`config.mk`:
```
export PLATFORM = sky130hd
export DESIGN_NAME = key_chord_sequence_remapper_core
export DESIGN_NICKNAME = d
export VERILOG_FILES = /design/src/rtl/core/kcsr_pkg.sv /design/src/rtl/core/key_chord_sequence_remapper_core.sv /design/src/rtl/core/kcsr_hold_buf.sv
export SDC_FILE = /design/constraint.sdc
export NUM_CORES = 1
export LEC_CHECK = 0
export BUFFER_PORTS_ARGS = -buffer_cell sky130_fd_sc_hd__clkbuf_2
export CAP_MARGIN = 20
export CELL_PAD_IN_SITES_DETAIL_PLACEMENT = 1
export CELL_PAD_IN_SITES_GLOBAL_PLACEMENT = 2
export CORE_AREA = 4 4 268 270
export CTS_BUF_LIST = sky130_fd_sc_hd__clkbuf_4
export DETAILED_ROUTE_END_ITERATION = 7
export DIE_AREA = 0 0 272 274
export GPL_ROUTABILITY_DRIVEN = 0
export PLACE_DENSITY = 0.66
export SLEW_MARGIN = 20
export SYNTH_ARGS = -nofsm -noshare
export SYNTH_HDL_FRONTEND = slang
export SYNTH_HIERARCHICAL = 1
export SYNTH_SLANG_ARGS = --single-unit
```
`constraint.sdc`:
```
create_clock -name clock -period 6.9 [get_ports clock]
set_input_delay 0.69 -clock clock [delete_from_list [all_inputs] [get_ports clock]]
set_output_delay 0.69 -clock clock [all_outputs]
set_load 0.02 [all_outputs]
```
`src/rtl/core/kcsr_pkg.sv`:
```
// ----------------------------------------------------------------------------
// kcsr_pkg: shared types, constants and microcode for the key chord remapper
// Holds the key codes, register indexes, action codes and the control store
// that sequences one key event through the remapper datapath.
// ----------------------------------------------------------------------------
package kcsr_pkg;

   // port widths
   localparam int REQ_DATA_W = 56;
   localparam int RSP_DATA_W = 24;
   localparam int RSP_USER_W = 3;
   localparam int CSR_ADDR_W = 2;
   localparam int CSR_DATA_W = 16;
   localparam int STEP_W     = 5;

   // register indexes
   localparam logic [CSR_ADDR_W-1:0] CSR_HOLD_THRESHOLD = 2'd0;
   localparam logic [CSR_ADDR_W-1:0] CSR_STORM_WINDOW   = 2'd1;
   localparam logic [CSR_ADDR_W-1:0] CSR_REPLACE_KEY    = 2'd2;

   // register reset values
   localparam logic [15:0] HOLD_THRESHOLD_RST = 16'd80;
   localparam logic [15:0] STORM_WINDOW_RST   = 16'd200;
   localparam logic [7:0]  REPLACE_KEY_RST    = 8'd45;

   // key codes of the chord
   localparam logic [7:0] KEY_LWIN   = 8'h5B;
   localparam logic [7:0] KEY_RWIN   = 8'h5C;
   localparam logic [7:0] KEY_LSHIFT = 8'hA0;
   localparam logic [7:0] KEY_RSHIFT = 8'hA1;
   localparam logic [7:0] KEY_S      = 8'h53;

   typedef logic [STEP_W-1:0] step_type;

   typedef enum logic [2:0] {
      ACT_PASS    = 3'd0,
      ACT_SWALLOW = 3'd1,
      ACT_REPLAY  = 3'd2,
      ACT_PRESS   = 3'd3,
      ACT_RELEASE = 3'd4
   } act_type;

   typedef enum logic [1:0] {
      MODE_IDLE      = 2'd0,
      MODE_WIN       = 2'd1,
      MODE_WIN_SHIFT = 2'd2
   } mode_type;

   typedef enum logic [3:0] {
      COND_NEVER,
      COND_ALWAYS,
      COND_INJ,
      COND_STORM,
      COND_ACTIVE,
      COND_TIMEOUT,
      COND_MODE_WS,
      COND_WIN_DN,
      COND_WIN,
      COND_SH_DN,
      COND_WINSH_DN,
      COND_WINSH,
      COND_S_DN
   } cond_type;

   // one held key event
   typedef struct packed {
      logic       ext;
      logic       down;
      logic [7:0] scan;
      logic [7:0] key;
   } held_entry_type;

   // one control word
   typedef struct packed {
      cond_type cond;
      logic     inv;
      step_type target;
      logic     emit_en;
      act_type  emit;
      logic     last;
      logic     hold;
      logic     replay;
      logic     mode_en;
      mode_type mode_val;
      logic     chord_ld;
      logic     storm_ld;
   } ucode_word_type;

   // program labels
   localparam step_type U_CHK_INJ        = 5'd0;
   localparam step_type U_CHK_STORM      = 5'd1;
   localparam step_type U_CHK_ACTIVE     = 5'd2;
   localparam step_type U_CHK_TIMEOUT    = 5'd3;
   localparam step_type U_TIMEOUT_REPLAY = 5'd4;
   localparam step_type U_WIN_MODE       = 5'd5;
   localparam step_type U_WIN_WDN        = 5'd6;
   localparam step_type U_WIN_WREL       = 5'd7;
   localparam step_type U_WIN_SDN        = 5'd8;
   localparam step_type U_REPLAY_PASS    = 5'd9;
   localparam step_type U_WS_DN          = 5'd10;
   localparam step_type U_WS_REL         = 5'd11;
   localparam step_type U_WS_S           = 5'd12;
   localparam step_type U_MATCH_PRESS    = 5'd13;
   localparam step_type U_MATCH_RELEASE  = 5'd14;
   localparam step_type U_SWALLOW        = 5'd15;
   localparam step_type U_PASS           = 5'd16;
   localparam step_type U_IDLE           = 5'd17;
   localparam step_type U_IDLE_START     = 5'd18;
   localparam step_type U_HOLD_SWALLOW   = 5'd19;
   localparam step_type U_HOLD_REPLAY    = 5'd20;
   localparam step_type U_REPLAY_SWALLOW = 5'd21;
   localparam step_type U_HOLD_SHIFT     = 5'd22;

   // control store
   function automatic ucode_word_type ucode_rom(input step_type step);
      ucode_word_type w;
      w          = '0;
      w.cond     = COND_NEVER;
      w.emit     = ACT_PASS;
      w.mode_val = MODE_IDLE;
      w.target   = U_CHK_INJ;
      unique case (step)
         U_CHK_INJ: begin
            w.cond = COND_INJ; w.target = U_PASS;
         end
         U_CHK_STORM: begin
            w.cond = COND_STORM; w.target = U_SWALLOW;
         end
         U_CHK_ACTIVE: begin
            w.cond = COND_ACTIVE; w.inv = 1'b1; w.target = U_IDLE;
         end
         U_CHK_TIMEOUT: begin
            w.cond = COND_TIMEOUT; w.inv = 1'b1; w.target = U_WIN_MODE;
         end
         U_TIMEOUT_REPLAY: begin
            w.replay = 1'b1; w.cond = COND_ALWAYS; w.target = U_IDLE;
         end
         U_WIN_MODE: begin
            w.cond = COND_MODE_WS; w.target = U_WS_DN;
         end
         U_WIN_WDN: begin
            w.cond = COND_WIN_DN; w.target = U_HOLD_SWALLOW;
         end
         U_WIN_WREL: begin
            w.cond = COND_WIN; w.target = U_HOLD_REPLAY;
         end
         U_WIN_SDN: begin
            w.cond = COND_SH_DN; w.target = U_HOLD_SHIFT;
         end
         U_REPLAY_PASS: begin
            w.replay = 1'b1; w.cond = COND_ALWAYS; w.target = U_PASS;
         end
         U_WS_DN: begin
            w.cond = COND_WINSH_DN; w.target = U_HOLD_SWALLOW;
         end
         U_WS_REL: begin
            w.cond = COND_WINSH; w.target = U_HOLD_REPLAY;
         end
         U_WS_S: begin
            w.cond = COND_S_DN; w.inv = 1'b1; w.target = U_REPLAY_PASS;
         end
         U_MATCH_PRESS: begin
            w.storm_ld = 1'b1; w.emit_en = 1'b1; w.emit = ACT_PRESS;
         end
         U_MATCH_RELEASE: begin
            w.emit_en = 1'b1; w.emit = ACT_RELEASE;
         end
         U_SWALLOW: begin
            w.emit_en = 1'b1; w.emit = ACT_SWALLOW; w.last = 1'b1;
         end
         U_PASS: begin
            w.emit_en = 1'b1; w.emit = ACT_PASS; w.last = 1'b1;
         end
         U_IDLE: begin
            w.mode_en = 1'b1; w.mode_val = MODE_IDLE;
            w.cond = COND_WIN_DN; w.inv = 1'b1; w.target = U_PASS;
         end
         U_IDLE_START: begin
            w.chord_ld = 1'b1; w.hold = 1'b1;
            w.mode_en = 1'b1; w.mode_val = MODE_WIN;
            w.cond = COND_ALWAYS; w.target = U_SWALLOW;
         end
         U_HOLD_SWALLOW: begin
            w.hold = 1'b1; w.cond = COND_ALWAYS; w.target = U_SWALLOW;
         end
         U_HOLD_REPLAY: begin
            w.hold = 1'b1;
         end
         U_REPLAY_SWALLOW: begin
            w.replay = 1'b1; w.cond = COND_ALWAYS; w.target = U_SWALLOW;
         end
         U_HOLD_SHIFT: begin
            w.hold = 1'b1; w.mode_en = 1'b1; w.mode_val = MODE_WIN_SHIFT;
            w.cond = COND_ALWAYS; w.target = U_SWALLOW;
         end
         default: begin
            w.emit_en = 1'b1; w.emit = ACT_PASS; w.last = 1'b1;
         end
      endcase
      return w;
   endfunction

endpackage

```
`src/rtl/core/key_chord_sequence_remapper_core.sv`:
```
// ----------------------------------------------------------------------------
// key_chord_sequence_remapper_core: fast Win, Shift, S chord to single key
// Holds back chord candidates, replaces a complete chord by a press and a
// release of the replacement key, and replays held events otherwise.
// ----------------------------------------------------------------------------
// Usage
//   req_ carries one key event per word; rsp_ returns, for each event, any
//   replayed or replacement words followed by one word with rsp_tlast high
//   that gives the disposition of the event itself (pass or swallow).
//   csr_ writes the threshold, storm window and replacement key while idle.
// Sequencing and throughput
//   Each event runs through a microcode program of 2 to 11 control steps,
//   one step per cycle while rsp_ is ready; a replay step holds until every
//   held event has been read and sent; replays stream at one word per cycle
//   while rsp_ is ready, from the registered read port of the hold buffer.
//   One event is in flight at a time: req_tready is high while no program runs.
// Reset
//   Registers return to 80 ms, 200 ms and key 45, the chord state goes idle
//   and the hold buffer is empty; no clearing pass is needed.
// Stalls
//   A low rsp_tready holds the output register and freezes the program at
//   its next emitting step; nothing is lost or repeated.
// ----------------------------------------------------------------------------
module key_chord_sequence_remapper_core #(
   parameter int HOLD_DEPTH = 16
) (
   input  logic                              clock,
   input  logic                              reset,
   // key_code[7:0], scan_code[15:8], is_down[16], extended[17], time_ms[49:18]
   input  logic [kcsr_pkg::REQ_DATA_W-1:0]   req_tdata,
   // injected[0]
   input  logic                              req_tuser,
   input  logic                              req_tvalid,
   output logic                              req_tready,
   // out_key[7:0], out_scan[15:8], is_release[16], out_extended[17]
   output logic [kcsr_pkg::RSP_DATA_W-1:0]   rsp_tdata,
   // action[2:0]
   output logic [kcsr_pkg::RSP_USER_W-1:0]   rsp_tuser,
   output logic                              rsp_tlast,
   output logic                              rsp_tvalid,
   input  logic                              rsp_tready,
   input  logic                              csr_we,
   input  logic [kcsr_pkg::CSR_ADDR_W-1:0]   csr_addr,
   input  logic [kcsr_pkg::CSR_DATA_W-1:0]   csr_wdata
);
   import kcsr_pkg::*;

   localparam int IDX_W = $clog2(HOLD_DEPTH);
   localparam int CNT_W = $clog2(HOLD_DEPTH + 1);

   // configuration
   logic [15:0] thr_ff, thr_in;
   logic [15:0] win_ff, win_in;
   logic [7:0]  rkey_ff, rkey_in;

   // sequencer and chord state
   logic                busy_ff, busy_in;
   step_type            step_ff, step_in;
   mode_type            mode_ff, mode_in;
   logic [31:0]         chord_ff, chord_in;
   logic [31:0]         storm_ff, storm_in;
   logic                armed_ff, armed_in;
   logic [CNT_W-1:0]    count_ff, count_in;
   logic [CNT_W-1:0]    rd_idx_ff, rd_idx_in;
   logic                rd_vld_ff, rd_vld_in;

   // latched event
   logic [7:0]  key_ff, key_in;
   logic [7:0]  scan_ff, scan_in;
   logic        down_ff, down_in;
   logic        ext_ff, ext_in;
   logic        inj_ff, inj_in;
   logic [31:0] now_ff, now_in;

   // output register
   logic        ovld_ff, ovld_in;
   act_type     oact_ff, oact_in;
   logic [7:0]  okey_ff, okey_in;
   logic [7:0]  oscan_ff, oscan_in;
   logic        orel_ff, orel_in;
   logic        oext_ff, oext_in;
   logic        olast_ff, olast_in;

   ucode_word_type uw;
   logic           req_fire, out_free, go, cond_hit, jump;
   logic           is_win, is_sh, is_s, storm_hit, timeout;
   logic [31:0]    storm_diff, chord_diff;
   logic           rp_act, rp_emit, rp_issue, rp_done, hold_we;
   held_entry_type hold_wdata, rd_data;

   // hold buffer
   kcsr_hold_buf #(
      .DEPTH (HOLD_DEPTH)
   ) u_hold_buf (
      .clock   (clock),
      .wr_en   (hold_we),
      .wr_addr (count_ff[IDX_W-1:0]),
      .wr_data (hold_wdata),
      .rd_en   (rp_issue),
      .rd_addr (rd_idx_ff[IDX_W-1:0]),
      .rd_data (rd_data)
   );

   // control word fetch
   assign uw = ucode_rom(step_ff);

   // key classification and window compares
   assign is_win     = (key_ff == KEY_LWIN) || (key_ff == KEY_RWIN);
   assign is_sh      = (key_ff == KEY_LSHIFT) || (key_ff == KEY_RSHIFT);
   assign is_s       = (key_ff == KEY_S);
   assign storm_diff = now_ff - storm_ff;
   assign chord_diff = now_ff - chord_ff;
   assign storm_hit  = armed_ff && (storm_diff < {16'd0, win_ff}) && (is_win || is_sh || is_s);
   assign timeout    = chord_diff > {16'd0, thr_ff};

   // branch condition select
   always_comb begin
      case (uw.cond)
         COND_ALWAYS:   cond_hit = 1'b1;
         COND_INJ:      cond_hit = inj_ff;
         COND_STORM:    cond_hit = storm_hit;
         COND_ACTIVE:   cond_hit = (mode_ff == MODE_WIN) || (mode_ff == MODE_WIN_SHIFT);
         COND_TIMEOUT:  cond_hit = timeout;
         COND_MODE_WS:  cond_hit = (mode_ff == MODE_WIN_SHIFT);
         COND_WIN_DN:   cond_hit = is_win && down_ff;
         COND_WIN:      cond_hit = is_win;
         COND_SH_DN:    cond_hit = is_sh && down_ff;
         COND_WINSH_DN: cond_hit = (is_win || is_sh) && down_ff;
         COND_WINSH:    cond_hit = is_win || is_sh;
         COND_S_DN:     cond_hit = is_s && down_ff;
         default:       cond_hit = 1'b0;
      endcase
   end
   assign jump = (uw.cond != COND_NEVER) && (cond_hit ^ uw.inv);

   // handshakes and step advance
   assign req_tready = !busy_ff;
   assign req_fire   = req_tvalid && !busy_ff;
   assign out_free   = !ovld_ff || rsp_tready;

   // replay streaming: one read in flight, one word out per cycle while the output is free
   assign rp_act   = busy_ff && uw.replay;
   assign rp_emit  = rp_act && rd_vld_ff && out_free;
   assign rp_issue = rp_act && (rd_idx_ff < count_ff) && (!rd_vld_ff || rp_emit);
   assign rp_done  = rp_act && (rd_idx_ff == count_ff) && !rd_vld_ff;

   assign go = busy_ff && (uw.replay ? rp_done : (!uw.emit_en || out_free));

   // hold write
   assign hold_we    = go && uw.hold && (count_ff < CNT_W'(HOLD_DEPTH));
   assign hold_wdata = '{ext: ext_ff, down: down_ff, scan: scan_ff, key: key_ff};

   // next state
   always_comb begin
      thr_in    = thr_ff;
      win_in    = win_ff;
      rkey_in   = rkey_ff;
      busy_in   = busy_ff;
      step_in   = step_ff;
      mode_in   = mode_ff;
      chord_in  = chord_ff;
      storm_in  = storm_ff;
      armed_in  = armed_ff;
      count_in  = count_ff;
      rd_idx_in = rd_idx_ff;
      rd_vld_in = rd_vld_ff;
      key_in    = key_ff;
      scan_in   = scan_ff;
      down_in   = down_ff;
      ext_in    = ext_ff;
      inj_in    = inj_ff;
      now_in    = now_ff;
      ovld_in   = ovld_ff;
      oact_in   = oact_ff;
      okey_in   = okey_ff;
      oscan_in  = oscan_ff;
      orel_in   = orel_ff;
      oext_in   = oext_ff;
      olast_in  = olast_ff;

      // register writes
      if (csr_we) begin
         unique case (csr_addr)
            CSR_HOLD_THRESHOLD: thr_in  = csr_wdata;
            CSR_STORM_WINDOW:   win_in  = csr_wdata;
            CSR_REPLACE_KEY:    rkey_in = csr_wdata[7:0];
            default: ;
         endcase
      end

      // event capture
      if (req_fire) begin
         busy_in = 1'b1;
         step_in = U_CHK_INJ;
         key_in  = req_tdata[7:0];
         scan_in = req_tdata[15:8];
         down_in = req_tdata[16];
         ext_in  = req_tdata[17];
         now_in  = req_tdata[49:18];
         inj_in  = req_tuser;
      end

      // step execution
      if (go) begin
         step_in = jump ? uw.target : step_ff + STEP_W'(1);
         if (uw.last) begin
            busy_in = 1'b0;
         end
         if (uw.mode_en) begin
            mode_in = uw.mode_val;
         end
         if (uw.chord_ld) begin
            chord_in = now_ff;
         end
         if (uw.storm_ld) begin
            storm_in = now_ff;
            armed_in = 1'b1;
            count_in = '0;
            mode_in  = MODE_IDLE;
         end
      end
      if (hold_we) begin
         count_in = count_ff + CNT_W'(1);
      end

      // replay read pointer
      if (rp_issue) begin
         rd_idx_in = rd_idx_ff + CNT_W'(1);
         rd_vld_in = 1'b1;
      end else if (rp_emit) begin
         rd_vld_in = 1'b0;
      end
      if (rp_done) begin
         rd_idx_in = '0;
         count_in  = '0;
         mode_in   = MODE_IDLE;
      end

      // output word
      if (ovld_ff && rsp_tready) begin
         ovld_in = 1'b0;
      end
      if (rp_emit) begin
         ovld_in  = 1'b1;
         oact_in  = ACT_REPLAY;
         okey_in  = rd_data.key;
         oscan_in = rd_data.scan;
         orel_in  = !rd_data.down;
         oext_in  = rd_data.ext;
         olast_in = 1'b0;
      end else if (go && uw.emit_en) begin
         ovld_in  = 1'b1;
         oact_in  = uw.emit;
         okey_in  = ((uw.emit == ACT_PRESS) || (uw.emit == ACT_RELEASE)) ? rkey_ff : 8'd0;
         oscan_in = 8'd0;
         orel_in  = (uw.emit == ACT_RELEASE);
         oext_in  = 1'b0;
         olast_in = uw.last;
      end
   end

   // control registers
   always_ff @(posedge clock) begin
      if (reset) begin
         thr_ff    <= HOLD_THRESHOLD_RST;
         win_ff    <= STORM_WINDOW_RST;
         rkey_ff   <= REPLACE_KEY_RST;
         busy_ff   <= 1'b0;
         step_ff   <= U_CHK_INJ;
         mode_ff   <= MODE_IDLE;
         chord_ff  <= '0;
         storm_ff  <= '0;
         armed_ff  <= 1'b0;
         count_ff  <= '0;
         rd_idx_ff <= '0;
         rd_vld_ff <= 1'b0;
         ovld_ff   <= 1'b0;
      end else begin
         thr_ff    <= thr_in;
         win_ff    <= win_in;
         rkey_ff   <= rkey_in;
         busy_ff   <= busy_in;
         step_ff   <= step_in;
         mode_ff   <= mode_in;
         chord_ff  <= chord_in;
         storm_ff  <= storm_in;
         armed_ff  <= armed_in;
         count_ff  <= count_in;
         rd_idx_ff <= rd_idx_in;
         rd_vld_ff <= rd_vld_in;
         ovld_ff   <= ovld_in;
      end
   end

   // payload registers
   always_ff @(posedge clock) begin
      key_ff   <= key_in;
      scan_ff  <= scan_in;
      down_ff  <= down_in;
      ext_ff   <= ext_in;
      inj_ff   <= inj_in;
      now_ff   <= now_in;
      oact_ff  <= oact_in;
      okey_ff  <= okey_in;
      oscan_ff <= oscan_in;
      orel_ff  <= orel_in;
      oext_ff  <= oext_in;
      olast_ff <= olast_in;
   end

   // result port
   assign rsp_tvalid = ovld_ff;
   assign rsp_tdata  = {6'd0, oext_ff, orel_ff, oscan_ff, okey_ff};
   assign rsp_tuser  = oact_ff;
   assign rsp_tlast  = olast_ff;

endmodule

```
`src/rtl/core/kcsr_hold_buf.sv`:
```
// ----------------------------------------------------------------------------
// kcsr_hold_buf: held key event store
// One write port and one read port with registered read data; holds the
// candidate events of a chord until they are dropped or replayed.
// ----------------------------------------------------------------------------
module kcsr_hold_buf #(
   parameter int DEPTH = 16
) (
   input  logic                         clock,
   input  logic                         wr_en,
   input  logic [$clog2(DEPTH)-1:0]     wr_addr,
   input  kcsr_pkg::held_entry_type     wr_data,
   input  logic                         rd_en,
   input  logic [$clog2(DEPTH)-1:0]     rd_addr,
   output kcsr_pkg::held_entry_type     rd_data
);
   import kcsr_pkg::*;

   held_entry_type mem [DEPTH];
   held_entry_type rd_data_ff;

   // write port
   always_ff @(posedge clock) begin
      if (wr_en) begin
         mem[wr_addr] <= wr_data;
      end
   end

   // registered read port
   always_ff @(posedge clock) begin
      if (rd_en) begin
         rd_data_ff <= mem[rd_addr];
      end
   end

   assign rd_data = rd_data_ff;

endmodule

```
==> summary.txt <==
Clock network
  • Worst-path clk slew: roughly 0.070 ns
  • Hold_buf cts: 70
  • H-tree lvl count: 4
  • TritonCTS clock tree: done
  • Post-CTS Resized: 0
  • # clock sinks: 504
  • Num CTS Buffers: 142
  • Setup Buffers After CTS: 0
  • Largest buffer count on any clock path: 3
  • Root buf cell: clkbuf_4
  • Skew-Pair Late Insertion Delay: 1.00 ns

STA
  • Fmax: between 150 and 200 MHz
  • Hold Vio Cnt, Final: 0
  • # setup viols final: 0
  • Worst hold slack: between 0.2 and 0.3 ns
  • Setup TNS: 0 ns
  • Final Max Slew Viols: 0
  • RSZ-0062 raised after global routing: no
  • Least-Margin Pin Slew: around 1.1 ns
  • Clk_skew: a little over 0.09 ns
  • Max_slew headroom: 27.26%
  • Final worst-path cycle share: 83.93%
  • Final min period: around 5.8 ns

Worst hold path
  • Class of the worst hold path: input pin to flop

Synthesis
  • Synth top area cells: edfxtp_1 47%, dfxtp_1 11%, ha_1 5.5%, mux4_2 4.7%, nand2_1 4.6%
  • Synth Cell Area: between 20000 and 25000 µm²
  • Ys flop type: edfxtp_1
  • Yosys cell types: 86
  • Post-synthesis cell count: 2015
  • Synth warnings: 6
  • Post-synth top area share: between 40% and 50%
  • Seq/Total Area, Yosys: 57.47%
  • Post-synth EDFFs: between 300 and 400
  • Synth async-reset ratio: 0%
  • Synthesized area per cell: ~12 µm²
  • Synth area leader: edfxtp_1
  • Yosys reg bits: about 500

Worst setup path
  • CP Class: flop to flop
  • Critical Path End Type: flop
  • Crit-path cells: inv_1, ha_1, fa_1, nand2b_1, a21o_1, and2_1, o21ai_0, a21o_1, a21oi_1, xnor2_1, ha_1, a21o_1, a2111oi_0, o2bb2ai_1, or4_1, nor4_1, nor3_1, a21boi_2, mux2_2, a22o_1
  • Crit path buf inv count: 1
  • CP Launch Type: flop
  • Critical Path Most Common Cell: a21o_1
  • CP required: just under 8 ns
  • CP top delay family: compound AO/OA/AOI/OAI gates
  • CP max stage delay: 0.75 ns
  • CP max stage cell: a2111oi_0
  • CP Max Fanout: 9
  • Arrival time worst endpoint: around 6.7 ns

Job
  • Max_cap viols: 0

Floorplanning
  • Initial core utilization: 34.64%
  • Placeable Area: between 60000 and 70000 µm²
  • Io pins: 110
  • Die ar.: 74530 µm²
  • Die H: approximately 270 µm
  • # rows: 97
  • Die X: between 200 and 300 µm

Placed design
  • DP Wirelength: around 46000 µm
  • I/O Buffers: 97

Power and ir drop
  • Seq pwr share: ~50%
  • Combinational power share: between 10% and 20%
  • Power density cells: 246.0 nW/µm²
  • Leak: between 9 and 10 nW
  • Psw: roughly 0.0019 W
  • Internal power: 0.004993 W
  • Peak supply drop: between 0.1 and 0.15 mV
  • Clock share of power: approximately 39%
  • Sw Share: 27.66%

Cells and area
  • Share of cells above drive strength 1: between 10% and 20%
  • Nets: ~2400
  • Most frequent cells in the layout: 375 x edfxtp_1, 292 x nand2_1, 199 x clkbuf_4, 190 x a21oi_1, 138 x inv_1
  • Area grow syn2layout: 16.47%
  • Commonest non-fill, non-tap cell in the layout: edfxtp_1

Detailed routing
  • Drt pass-1 iters: 5
  • Final WL: around 69000 µm
  • WL per Instance: 20.97 µm
  • Vias/cell: 5.146
  • DRC: 0
  • ANT nets after route: 0
  • Starting DRT DRC Count: about 900
  • Vias: between 15000 and 20000

Global routing
  • Vias in the first global route: 18310
  • First-pass GRT wire length: between 100000 and 150000 µm
  • Largest net degree at the start of global routing: 81
  • Gr ovfl total: 0
  • Initial antenna violation count: 3
  • Overall Global Routing Usage: about a fifth

Outcome
  • Status: finished, final reports clean
[registers in the layout, indices dropped and copies added, names as in the netlist, 2 cells and up]
signal	cells
storm_ff	32
scan_ff	8
okey_ff	8
count_ff	5
rkey_ff	8
rsp_tuser	3
u_hold_buf/rd_data	18
step_ff	5
thr_ff	16
key_ff	8
oscan_ff	8
chord_ff	32
u_hold_buf/mem	288
rd_idx_ff	5
now_ff	32
win_ff	16
mode_ff	2
[cells in the mapped netlist (5+ instances only)]
cell,n
xnor2_1,27
xor2_1,17
nor3_1,22
a211o_1,13
a22oi_1,39
nand3_1,30
clkbuf_1,65
a31oi_1,11
o21a_1,14
dfxtp_1,129
o22ai_1,5
or3_1,7
edfxtp_1,375
buf_1,10
o31ai_1,6
nand4_1,23
buf_2,7
o2111ai_1,5
a211oi_1,15
mux4_1,22
inv_1,138
o21bai_1,9
a2111oi_0,5
a21oi_1,191
mux4_2,50
a21o_1,31
nor2_1,94
nand3b_1,10
o21ai_0,43
nand2b_1,17
a22o_1,10
o211ai_1,11
and2_1,16
buf_6,5
ha_1,106
nand2_1,292
and3_1,8
a21boi_0,9
buf_4,11
nor2b_1,13
mux2i_1,17
[cell type report]
type,instances,area [µm²]
Tap cell,940,1176
Antenna cell,3,7.507
Clock inverter,39,226.5
Multi-Input combinational cell,1277,9371
Inverter,139,521.8
Sequential cell,504,13850
Clock buffer,199,1494
Timing Repair Buffer,196,1410
Fill cell,7546,41490
[tightest hold or removal path, delay by kind of cell]
family	cells	cell delay, ns
and+or+nand+nor	2	0.14
AOI/OAI and AO/OA	1	0.05
buffers and inverters	2	0.32
[kinds of logic after synthesis]
| group | count (synthesis) | share of synthesized area [%] |
|---|---|---|
| flip-flops | 504 | 57.47 |
| XOR/XNOR | 44 | 1.600 |
| other | 1 | 0.01557 |
| multiplexers | 92 | 7.921 |
| adder cells (fa/ha/maj) | 108 | 5.672 |
| AO/OA/AOI/OAI | 466 | 12.65 |
| buffers and inverters | 239 | 4.098 |
| AND/OR/NAND/NOR | 561 | 10.58 |
[stage by stage]
| stage | power [W] | std cells | setup WS [ns] | cell area (µm²) | util [%] |
|---|---|---|---|---|---|
| 6_report | 0.006902 | 3297 | 1.109 | 28060 | 40.34 |
| 5_1_grt | 0.007315 | 3297 | 0.6276 | 28060 | 40.34 |
| 4_1_cts | 0.007037 | 3294 | 1.050 | 28040 | 40.33 |
| 3_5_place_dp | 0.004280 | 2986 | 1.050 | 25620 | 36.85 |
| 3_3_place_gp | 0.004261 | 2986 | 1.096 | 25620 | 36.85 |
| 2_1_floorplan | 0.004005 | 2020 | 2.115 | 24110 | - |
[worst paths after layout]
| path | from | to | slack [ns] | cells past startpoint |
|---|---|---|---|---|
| min | csr_addr[0] | thr_ff[5] | 0.27 | 5 |
| min reg2reg | storm_ff[15] | storm_ff[15] | 0.45 | 2 |
| max | now_ff[0] | step_ff[1] | 1.11 | 20 |
| max reg2reg | now_ff[0] | step_ff[1] | 1.11 | 20 |
[metal layers]
metal,GRT usage (%),wire (µm),vias up
met1,22.86,29980,8524
met4,5.543,1173,0
met5,0,0,-
met3,3.693,2626,87
li1,-,-,8039
met2,33.32,35350,316
[power groups by stage]
stage | sequential, W | combinational (W) | clock, W
4_1_cts | 0.00343 | 0.000820 | 0.00279
3_5_place_dp | 0.00350 | 0.000784 | 0
3_3_place_gp | 0.00349 | 0.000772 | 0
6_report | 0.00343 | 0.000812 | 0.00266
2_1_floorplan | 0.00347 | 0.000537 | 0
5_1_grt | 0.00344 | 0.000907 | 0.00297
(Power assumes the default switching activity.)
